[src/rtl/wcae_pkg.sv]
package wcae_pkg;

  // size of the assignment store, one bit per variable
  localparam int unsigned MAX_VARIABLES = 65536;
  localparam int unsigned VAR_AW        = (MAX_VARIABLES > 1) ? $clog2(MAX_VARIABLES) : 1;

  // compare width that covers any index against any store size
  localparam int unsigned CMP_W    = 26;

  localparam int unsigned OPC_W    = 2;
  localparam int unsigned VAR_W    = 16;
  localparam int unsigned LIT_W    = 17;
  localparam int unsigned WEIGHT_W = 32;
  localparam int unsigned COST_W   = 48;

  // decoupling queue between front and back, power of two
  localparam int unsigned QUEUE_DEPTH = 4;
  localparam int unsigned QPTR_W      = $clog2(QUEUE_DEPTH);
  localparam int unsigned QCNT_W      = $clog2(QUEUE_DEPTH + 1);

  typedef enum logic [OPC_W-1:0] {
    OP_WRITE  = 2'd0,
    OP_HARD   = 2'd1,
    OP_SOFT   = 2'd2,
    OP_FINISH = 2'd3
  } op_e;

  // classified word handed from front to back
  typedef struct packed {
    op_e                 op;
    logic                matched;
    logic                clause_end;
    logic [WEIGHT_W-1:0] weight;
  } work_t;

  // queue fill status seen by the front
  typedef struct packed {
    logic full;
    logic almost_full;
  } q_stat_t;

endpackage

[src/rtl/wcae_queue.sv]
module wcae_queue (
  input  logic              clk_i,
  input  logic              rst_ni,
  input  logic              push_i,
  input  wcae_pkg::work_t   work_i,
  input  logic              pop_i,
  output logic              avail_o,
  output wcae_pkg::work_t   head_o,
  output wcae_pkg::q_stat_t stat_o
);
  import wcae_pkg::*;

  work_t             mem_q [QUEUE_DEPTH];
  logic [QPTR_W-1:0] wr_ptr_q, wr_ptr_d;
  logic [QPTR_W-1:0] rd_ptr_q, rd_ptr_d;
  logic [QCNT_W-1:0] count_q, count_d;

  always_comb begin
    wr_ptr_d = push_i ? wr_ptr_q + QPTR_W'(1) : wr_ptr_q;
    rd_ptr_d = pop_i  ? rd_ptr_q + QPTR_W'(1) : rd_ptr_q;
    count_d  = count_q;
    if (push_i && !pop_i) begin
      count_d = count_q + QCNT_W'(1);
    end else if (!push_i && pop_i) begin
      count_d = count_q - QCNT_W'(1);
    end
  end

  always_ff @(posedge clk_i or negedge rst_ni) begin
    if (!rst_ni) begin
      wr_ptr_q <= '0;
      rd_ptr_q <= '0;
      count_q  <= '0;
    end else begin
      wr_ptr_q <= wr_ptr_d;
      rd_ptr_q <= rd_ptr_d;
      count_q  <= count_d;
    end
  end

  always_ff @(posedge clk_i) begin
    if (push_i) begin
      mem_q[wr_ptr_q] <= work_i;
    end
  end

  assign avail_o            = count_q != '0;
  assign head_o             = mem_q[rd_ptr_q];
  assign stat_o.full        = count_q >= QCNT_W'(QUEUE_DEPTH);
  assign stat_o.almost_full = count_q >= QCNT_W'(QUEUE_DEPTH - 1);

  a_no_underflow: assert property (@(posedge clk_i) disable iff (!rst_ni)
    pop_i |-> avail_o)
    else $error("queue popped while empty");

endmodule

[config.mk]
export PLATFORM = sky130hd
export DESIGN_NAME = wcae_queue
export DESIGN_NICKNAME = d
export VERILOG_FILES = /design/src/rtl/wcae_pkg.sv /design/src/rtl/wcae_queue.sv
export SDC_FILE = /design/constraint.sdc
export NUM_CORES = 1
export LEC_CHECK = 0
export BUFFER_PORTS_ARGS = -buffer_cell sky130_fd_sc_hd__buf_2
export CAP_MARGIN = 20
export CORE_UTILIZATION = 61
export DETAILED_ROUTE_END_ITERATION = 6
export PLACE_DENSITY_LB_ADDON = 0.05
export SLEW_MARGIN = 20
export SYNTH_ARGS = -nofsm -noshare
export SYNTH_HDL_FRONTEND = slang
export SYNTH_SLANG_ARGS = --single-unit
export TNS_END_PERCENT = 50
[constraint.sdc]
create_clock -name clk_i -period 6.1 [get_ports clk_i]
set_input_delay 0.61 -clock clk_i [delete_from_list [all_inputs] [get_ports clk_i]]
set_output_delay 0.61 -clock clk_i [all_outputs]
set_load 0.05 [all_outputs]
==> flow_metrics.env <==
export IMPL_crit_reg2reg_launch="wr_ptr_q[0]$_DFFE_PN0P_"
export IMPL_crit_chain="buf_4 -> mux4_2 -> buf_2"
export IMPL_num_vias=2517
export IMPL_postCtsSetupRepairBufs=0
export IMPL_combPwrFrac=0.328
export IMPL_core_area_um2=8806
export IMPL_antenna_found_initial=1
export IMPL_worstSkewPairLatency_ns=0.51
export IMPL_final_area_um2=6744
export IMPL_grt_total_usage=0.2086
export IMPL_worstReg2RegEnd="mem_q[0][5]$_DFFE_PP_"
export IMPL_max_cap_violations=0
export IMPL_maxSlewViolCount=0
export IMPL_async_flop_share=0.04636
export IMPL_p_per_area_nw_per_um2=589.5
export IMPL_syn_area_per_cell_um2=25.15
export IMPL_netlist_instances=223
export IMPL_rr_worst_depth=3
export IMPL_grt_pass1_vias=2647
export IMPL_synth_edf_count=144
export IMPL_rsz0062_at_grt="false"
export IMPL_yosysWarnings=0
export IMPL_h_tree_depth=4
export IMPL_ys_types=20
export IMPL_tritoncts="yes"
export IMPL_wire_per_inst_um=20.75
export IMPL_power_mw=3.976
export IMPL_dieArea_um2=9582
export IMPL_p_leak_nw=2.385
export IMPL_cts_max_path_buffers=2
export IMPL_drtIter0Drc=114
export IMPL_hold_path_endpoint="mem_q[0][0]$_DFFE_PP_"
export IMPL_pwr_share_seq=0.379
export IMPL_cts_sinks=151
export IMPL_post_route_drc_count=4
export IMPL_max_freq_mhz=317.4
export IMPL_holdCritStartpoint="work_i[0]"
export IMPL_r2r_setup_slack_ns=4.22
export IMPL_place_area_um2=6067
export IMPL_multi_input_area_um2=1017
export IMPL_ios=79
export IMPL_synthFlopType="edfxtp_1"
export IMPL_clk_pin_slew_ns=0.06
export IMPL_min_period_ns=3.150
export IMPL_cellInternalPower_mw=2.555
export IMPL_clockRootBuffer="clkbuf_8"
export IMPL_vdd_drop_max_uv=335.2
export IMPL_holdPathStages=1
export IMPL_area_growth_pct=20.23
export IMPL_min_path_type="in2reg"
export IMPL_routed_wl_mm=8.943
export IMPL_seqCellArea_um2=4502
export IMPL_rows=34
export IMPL_ant_nets=0
export IMPL_crit_arrival_ns=2.54
export IMPL_whs_ns=0.3143
export IMPL_nFillCells=478
export IMPL_nNetsFinal=359
export IMPL_required_ns=5.49
export IMPL_netlist_area_um2=5609
export IMPL_antenna_cells=0
export IMPL_synth_nets=269
export IMPL_first_pass_iters=6
export IMPL_ys_seq_area_frac=0.8021
export IMPL_synth_seq_cells=151
export IMPL_start_util=0.6370
export IMPL_die_h_um=97.89
export IMPL_layout_drive_gt1_share=0.4675
export IMPL_crit_type="reg2out"
export IMPL_critPathMaxStageDelay_ns=0.74
export IMPL_finClkSkew_ns=0.005644
export IMPL_p_sw_frac=0.3572
export IMPL_dp_slack_ns=3.406
export IMPL_start_kind="register"
export IMPL_fin_crit_sh=0.5165
export IMPL_dpl_cell_count=401
export IMPL_power_switching_mw=1.420
export IMPL_fin_util=0.7658
export IMPL_finalHoldViolations=0
export IMPL_grt_overflow_total=0
export IMPL_crit_family="flip-flops"
export IMPL_grt_pass1_wl_mm=14.11
export IMPL_end_kind="primary output"
export IMPL_tns_ns=0
export IMPL_chipWidth_um=97.89
export IMPL_status="complete, but fails checks"
export IMPL_dp_hpwl_mm=4.939
export IMPL_slew_headroom=0.3356
export IMPL_finalWeightedCongestion=0.6340
export IMPL_violations="DRC"
export IMPL_setup_violations=0
export IMPL_pwr_share_clk=0.293
export IMPL_portBuffers=78
export IMPL_path_max_fanout=21
export IMPL_numCtsBuffers=17
export IMPL_instances_no_fill=431
export IMPL_grt_start_max_net_pins=38
export IMPL_fin_ws_ns=2.950
export IMPL_via_per_inst=5.840
export IMPL_worstMarginPinSlew_ns=0.9966
export IMPL_cp_slowest_cell="dfrtp_2"
export IMPL_critPathBufInv=2
## cells in the final DEF, fill, tap and decap left out
cell type	Yosys	layout
edfxtp_1	144	144
buf_2	4	78
mux4_2	36	36
clkbuf_16	0	16
bufinv_16	0	7
ha_1	5	5
dfrtp_1	7	5
inv_1	4	4
and2_2	0	4
xor2_1	4	4
clkinv_4	0	4
xnor2_1	2	2
nand2_1	2	2
dfrtp_2	0	2
or3_1	1	1
a21o_1	1	1
mux2_2	1	1
o21ai_0	1	1
nor2_1	1	1
fa_1	1	1
clkbuf_8	0	1
clkinvlp_4	0	1
dlygate4sd3_1	0	1
buf_4	1	1
## registers in the layout (all words and copies together) (netlist names)
register / count
mem_q: 144
count_q: 3
rd_ptr_q: 2
wr_ptr_q: 2
## layout make-up
cell class	instances	area share
inverters	4	0.002226
flip-flops and latches	151	0.6675
clock inverters	12	0.03748
well taps	108	0.02004
repair buffers	80	0.06048
clock buffers	17	0.06141
multi-input cells	59	0.1508
## kinds of logic after synthesis
| kind of cell | count (synthesis) | synth area share |
|---|---|---|
| multiplexers | 37 | 0.1466 |
| XOR/XNOR | 6 | 0.009369 |
| buffers and inverters | 13 | 0.01740 |
| adder cells (fa/ha/maj) | 6 | 0.01472 |
| AND/OR/NAND/NOR | 8 | 0.007584 |
| AO/OA/AOI/OAI | 2 | 0.002230 |
| flip-flops | 151 | 0.8021 |
## power by group through the flow
stage	clock [mW]	combinational, mW	sequential (mW)
floorplan	0	1.17	1.42
global placement	0	1.31	1.52
detailed placement	0	1.31	1.53
CTS	1.18	1.32	1.51
global route	1.23	1.37	1.53
finish	1.17	1.30	1.51
## worst max-delay path by stage
stage                            start          to  slack, ns  cells after the start
3_3_place_gp   rd_ptr_q[0]$_DFFE_PN0P_   head_o[8]       3.39                      3
5_1_grt        rd_ptr_q[0]$_DFFE_PN0P_  head_o[17]       2.74                      3
3_5_place_dp   rd_ptr_q[0]$_DFFE_PN0P_   head_o[8]       3.41                      3
2_1_floorplan  rd_ptr_q[0]$_DFFE_PN0P_  head_o[17]       4.16                      3
4_1_cts        rd_ptr_q[0]$_DFFE_PN0P_   head_o[7]       2.86                      3
6_report       rd_ptr_q[0]$_DFFE_PN0P_  head_o[17]       2.95                      3
## routing by layer
| layer | global-route usage | part of all wire | up-vias |
|---|---|---|---|
| li1 | - | - | 1118 |
| met3 | 0.05941 | 0.043 | 11 |
| met4 | 0.08508 | 0.015 | 2 |
| met2 | 0.3494 | 0.52 | 77 |
| met1 | 0.2595 | 0.42 | 1309 |
| met5 | 0 | 0.0013 | - |
## worst register-to-register path: stages (launching register included)
cell,delay (ns)
dfrtp_1,0.43
inv_1,0.11
ha_1,0.14
and2_2,0.80
## synthesized netlist by cell type (2+ instances only)
cell,instances,area share
buf_12,2,0.0071
mux4_2,36,0.14
ha_1,5,0.011
xor2_1,4,0.0062
inv_1,4,0.0027
edfxtp_1,144,0.77
dfrtp_1,7,0.031
buf_2,4,0.0036
nand2_1,2,0.0013
xnor2_1,2,0.0031
and2_1,4,0.0045
## repair_timing
action                                  in CTS  in global routing
gates resized for setup                      0                  0
endpoints found under the setup margin       0                  0
hold buffers                                 1                  0
hold endpoints to repair                     7                  0
(Power assumes the default switching activity.)
