## src/rtl/wcae_pkg.sv

```systemverilog
package wcae_pkg;

  // size of the assignment store, one bit per variable
  localparam int unsigned MAX_VARIABLES = 65536;
  localparam int unsigned VAR_AW        = (MAX_VARIABLES > 1) ? $clog2(MAX_VARIABLES) : 1;

  // compare width that covers any index against any store size
  localparam int unsigned CMP_W    = 26;

  localparam int unsigned OPC_W    = 2;
  localparam int unsigned VAR_W    = 16;
  localparam int unsigned LIT_W    = 17;
  localparam int unsigned WEIGHT_W = 32;
  localparam int unsigned COST_W   = 48;

  // decoupling queue between front and back, power of two
  localparam int unsigned QUEUE_DEPTH = 4;
  localparam int unsigned QPTR_W      = $clog2(QUEUE_DEPTH);
  localparam int unsigned QCNT_W      = $clog2(QUEUE_DEPTH + 1);

  typedef enum logic [OPC_W-1:0] {
    OP_WRITE  = 2'd0,
    OP_HARD   = 2'd1,
    OP_SOFT   = 2'd2,
    OP_FINISH = 2'd3
  } op_e;

  // classified word handed from front to back
  typedef struct packed {
    op_e                 op;
    logic                matched;
    logic                clause_end;
    logic [WEIGHT_W-1:0] weight;
  } work_t;

  // queue fill status seen by the front
  typedef struct packed {
    logic full;
    logic almost_full;
  } q_stat_t;

endpackage

```

## src/rtl/wcae_back.sv

```systemverilog
module wcae_back (
  input  logic                        clk_i,
  input  logic                        rst_ni,
  input  logic                        avail_i,
  input  wcae_pkg::work_t             head_i,
  output logic                        q_pop_o,
  output logic                        empty_o,
  input  logic                        pop_i,
  output logic                        hard_all_satisfied_o,
  output logic [wcae_pkg::COST_W-1:0] soft_cost_o
);
  import wcae_pkg::*;

  logic              matched_q, matched_d;
  logic              hard_ok_q, hard_ok_d;
  logic [COST_W-1:0] cost_q, cost_d;
  logic              res_valid_q, res_valid_d;
  logic              res_hard_q;
  logic [COST_W-1:0] res_cost_q;

  logic              res_take;
  logic              is_fin;
  logic              fin_take;
  logic              any_match;
  logic [COST_W:0]   sum;

  always_comb begin
    res_take  = !res_valid_q || pop_i;
    is_fin    = head_i.op == OP_FINISH;
    q_pop_o   = avail_i && (!is_fin || res_take);
    fin_take  = q_pop_o && is_fin;
    any_match = matched_q | head_i.matched;
    sum       = {1'b0, cost_q} + (COST_W + 1)'(head_i.weight);

    matched_d   = matched_q;
    hard_ok_d   = hard_ok_q;
    cost_d      = cost_q;
    res_valid_d = res_valid_q && !pop_i;

    if (fin_take) begin
      hard_ok_d   = 1'b1;
      cost_d      = '0;
      matched_d   = 1'b0;
      res_valid_d = 1'b1;
    end else if (q_pop_o) begin
      if (head_i.clause_end) begin
        matched_d = 1'b0;
        if (!any_match) begin
          // the closing literal's opcode decides the clause kind
          if (head_i.op == OP_HARD) begin
            hard_ok_d = 1'b0;
          end else begin
            cost_d = sum[COST_W] ? '1 : sum[COST_W-1:0];
          end
        end
      end else begin
        matched_d = any_match;
      end
    end
  end

  always_ff @(posedge clk_i or negedge rst_ni) begin
    if (!rst_ni) begin
      matched_q   <= 1'b0;
      hard_ok_q   <= 1'b1;
      cost_q      <= '0;
      res_valid_q <= 1'b0;
    end else begin
      matched_q   <= matched_d;
      hard_ok_q   <= hard_ok_d;
      cost_q      <= cost_d;
      res_valid_q <= res_valid_d;
    end
  end

  always_ff @(posedge clk_i) begin
    if (fin_take) begin
      res_hard_q <= hard_ok_q;
      res_cost_q <= cost_q;
    end
  end

  assign empty_o              = !res_valid_q;
  assign hard_all_satisfied_o = res_hard_q;
  assign soft_cost_o          = res_cost_q;

  a_fin_result: assert property (@(posedge clk_i) disable iff (!rst_ni)
    fin_take |=> res_valid_q && hard_ok_q && (cost_q == '0) && !matched_q)
    else $error("finish did not report and clear");

  a_cost_grows: assert property (@(posedge clk_i) disable iff (!rst_ni)
    !fin_take |=> cost_q >= $past(cost_q))
    else $error("cost decreased without finish");

endmodule

```

## config.mk

```make
export PLATFORM = sky130hd
export DESIGN_NAME = wcae_back
export DESIGN_NICKNAME = d
export VERILOG_FILES = /design/src/rtl/wcae_pkg.sv /design/src/rtl/wcae_back.sv
export SDC_FILE = /design/constraint.sdc
export NUM_CORES = 1
export LEC_CHECK = 0
export BUFFER_PORTS_ARGS = -buffer_cell sky130_fd_sc_hd__buf_2
export CORE_MARGIN = 5
export CORE_UTILIZATION = 30
export DETAILED_ROUTE_END_ITERATION = 8
export SLEW_MARGIN = 20
export SYNTH_ARGS = -nofsm -noshare
export SYNTH_HDL_FRONTEND = slang
export SYNTH_SLANG_ARGS = --single-unit
export TNS_END_PERCENT = 50
```

## constraint.sdc

```tcl
create_clock -name clk_i -period 10 [get_ports clk_i]
set_input_delay 2 -clock clk_i [delete_from_list [all_inputs] [get_ports clk_i]]
set_output_delay 2 -clock clk_i [all_outputs]
set_load 0.02 [all_outputs]
```

==> impl_metrics.yaml <==
status:
  status: "completed"
routing:
  drc_errors: 0
  routed-wl-met3_um: 596
  vias_per_cell: 5.128
  met1_length_um: 7118
  drtIter0Drc: 246
  route.met2.wl_um: 6439
  wirelength_um: 14310
  ant_nets: 0
  routed-via-count: 4477
  wire_per_inst_um: 16.40
  firstDrtPassIters: 5
  top_layer: "met4"
synthesis:
  syn_inst: 551
  postSynthNetCount: 624
  ys_seq_area_share_pct: 48.51
  ys_warn_count: 0
  async_reset_ff_share_pct: 51.00
  syn_area_um2: 5667
  synthFlopType: "dfrtp_1"
  avgSynthCellArea_um2: 10.28
  synth_cell_types: 68
  synth-edff-count: 49
  ys_ff_latch: 100
power_and_ir_drop:
  p_comb_share_pct: 43.3
  leakagePower_nw: 2.908
  powerDensity_nw_per_um2: 252.4
  ir_drop_uv: 77.71
  p_seq_share_pct: 35.6
  power.internal_w: 0.001034
  swShare_pct: 38.13
  p_sw_w: 0.0006369
  pwr-share-clk_pct: 21.1
floorplan:
  io_pins: 91
  rows: 50
  die_width_um: 147.4
  core_um2: 18640
  die-area_um2: 21740
  die-height_um: 147.4
  start_util_pct: 30.40
worst_setup_path:
  startpoint: "head_i[0]"
  critical_path.top_delay_family: "compound AO/OA/AOI/OAI gates"
  crit_path_start_kind: "input port"
  r2r_start: "cost_q[0]$_DFFE_PN0P_"
  required_ns: 10.21
  path_max_fanout: 23
  cp_slowest_stage_delay_ns: 0.64
  crit_arrival_ns: 5.39
  path_class: "in -> reg"
  crit_top_cell: "nand3_1"
  end_kind: "flop"
  slowest_stage: "nand3_1"
  worstPathCellList: "buf_2, ha_1, fa_1, a211oi_1, o211ai_1, a311o_1, o21bai_2, a211o_1, nand3_1, or3_1, nand3_1, o21ai_0"
  path_buf_inv: 1
layout:
  nets: 706
  regArea_um2: 2749
  drive_gt1_share_pct: 20.53
  multiInputGateArea_um2: 2748
  final_cell_mix: "buf_2 (90), nand2_1 (68), o21ai_0 (57), dfrtp_1 (50), edfxtp_1 (49)"
  nFillCells: 1905
  mostFrequentLayoutCell: "buf_2"
  area_growth_pct: 16.80
placed_design:
  hpwlAfterDp_um: 10160
  gp_congestion: 0.8347
  post-place-ws_ns: 4.402
  portBuffers: 90
cts:
  hold_buffers: 0
  post-cts-setup-buffers: 0
  clk_latency_ns: 0.35
  clock_sinks: 100
  cts_made_buffers: 9
  htree_levels: 3
  cts_tree: "yes"
  cts-root-buf: "clkbuf_16"
  path_clk_slew_ns: 0.07
  post_cts_resized: 0
  clk_path_buf_depth: 2
timing:
  finalSetupViolations: 0
  final_max_slew_viol_count: 0
  period_share_pct: 51.81
  hold_viol: 0
  finalSetupTns_ns: 0
  max_slew_margin_pct: 40.59
  tightestPinTransition_ns: 0.8887
  clock_skew_ns: 0.005040
  rsz0062_at_grt: "false"
  fin_ws_ns: 4.819
  clock.fmax_mhz: 193.0
  final.min_clock_period_ns: 5.181
global_route:
  gr-total-overflow: 0
  grt_pass1_vias: 4273
  grt_pass1_wl_um: 23230
  grt_util_all_layers_pct: 13.42
  grt_max_degree: 53
  antenna_found_initial: 1
worst_hold_path:
  min-delay-start: "cost_q[29]$_DFFE_PN0P_"
  hold_class: "reg -> reg"
job:
  cap_viol_max_count: 0
==> registers in the layout, summed over array words and instances (netlist names) <==
register	flops
cost_q	48
soft_cost_o	48
hard_all_satisfied_o	1
hard_ok_q	1
matched_q	1
res_valid_q	1
==> worst paths after layout <==
kind / slack [ns] / to / cells after the start
setup / recovery: 4.82 / cost_q[31]$_DFFE_PN0P_ / 12
hold / removal: 0.48 / soft_cost_o[29]$_DFFE_PP_ / 0
setup reg to reg: 6.18 / cost_q[31]$_DFFE_PN0P_ / 11
hold reg to reg: 0.48 / soft_cost_o[29]$_DFFE_PP_ / 0
max in group asynchronous: 7.75 / cost_q[11]$_DFFE_PN0P_ / 2
min in group asynchronous: 1.78 / cost_q[41]$_DFFE_PN0P_ / 2
==> synthesized netlist by cell type, types with 5 or more instances <==
cell type  count  area [µm²]
nor3_1         8       40.04
a21oi_1       43       215.2
nand4_1       11       68.82
o21ai_0       57       285.3
nor2_1        25       93.84
and2_1         7       43.79
edfxtp_1      49        1471
and3_1        10       62.56
dfrtp_1       50        1251
ha_1          32       400.4
a21o_1        15       112.6
o211ai_1       5       37.54
inv_1         10       37.54
nand2_1       68       255.2
clkbuf_1      13       48.80
nand3_1       16       80.08
a31oi_1        9       56.30
o21bai_1       6       45.04
xnor2_1       17       148.9
buf_2          7       35.03
xor2_1         8       70.07
==> power groups by stage <==
stage | clock network (W) | logic (W) | registers [W]
after CTS | 0.000361 | 0.000724 | 0.000596
after detailed placement | 0 | 0.000720 | 0.000601
after floorplan | 0 | 0.000575 | 0.000593
final | 0.000352 | 0.000724 | 0.000594
after global routing | 0.000377 | 0.000825 | 0.000606
after global placement | 0 | 0.000716 | 0.000602
==> routing by layer <==
| metal | GRT usage, % | vias up |
|---|---|---|
| met5 | 0 | - |
| met4 | 5.126 | 0 |
| met3 | 2.269 | 7 |
| met2 | 20.69 | 89 |
| met1 | 18.95 | 2142 |
| li1 | - | 2239 |
==> stage by stage <==
stage                     utilization, %  power [W]  instances  instance area (µm²)  hold WS, ns
after global routing               35.50   0.001808        873                 6619       0.4952
after floorplan                        -   0.001168        551                 5667       0.4454
after CTS                          35.49   0.001681        872                 6616       0.4800
after global placement             33.91   0.001318        856                 6322       0.4568
final                              35.50   0.001670        873                 6619       0.4783
after detailed placement           33.91   0.001321        856                 6322       0.4625
==> cells by family (layout without fill, tap and decap cells) <==
logic type | count (synthesis) | in the layout | share of synthesized area, %
AOI/OAI and AO/OA | 187 | 187 | 22.06
and+or+nand+nor | 167 | 167 | 14.44
DFF | 100 | 100 | 48.51
buffers and inverters | 35 | 122 | 3.003
adders and majority gates | 33 | 33 | 7.419
xor gates and xnor gates | 25 | 25 | 3.864
muxes | 4 | 4 | 0.7066
other | 0 | 1 | 0
==> cell type report <==
type | count | area share [%]
Clock inverter | 5 | 0.7750
Inverter | 10 | 0.5671
Sequential cell | 100 | 41.53
Clock buffer | 11 | 3.667
Multi-Input combinational cell | 416 | 41.51
Timing Repair Buffer | 96 | 7.486
Antenna cell | 1 | 0.03781
Tap cell | 234 | 4.423
Power figures use the tool's default switching activity.
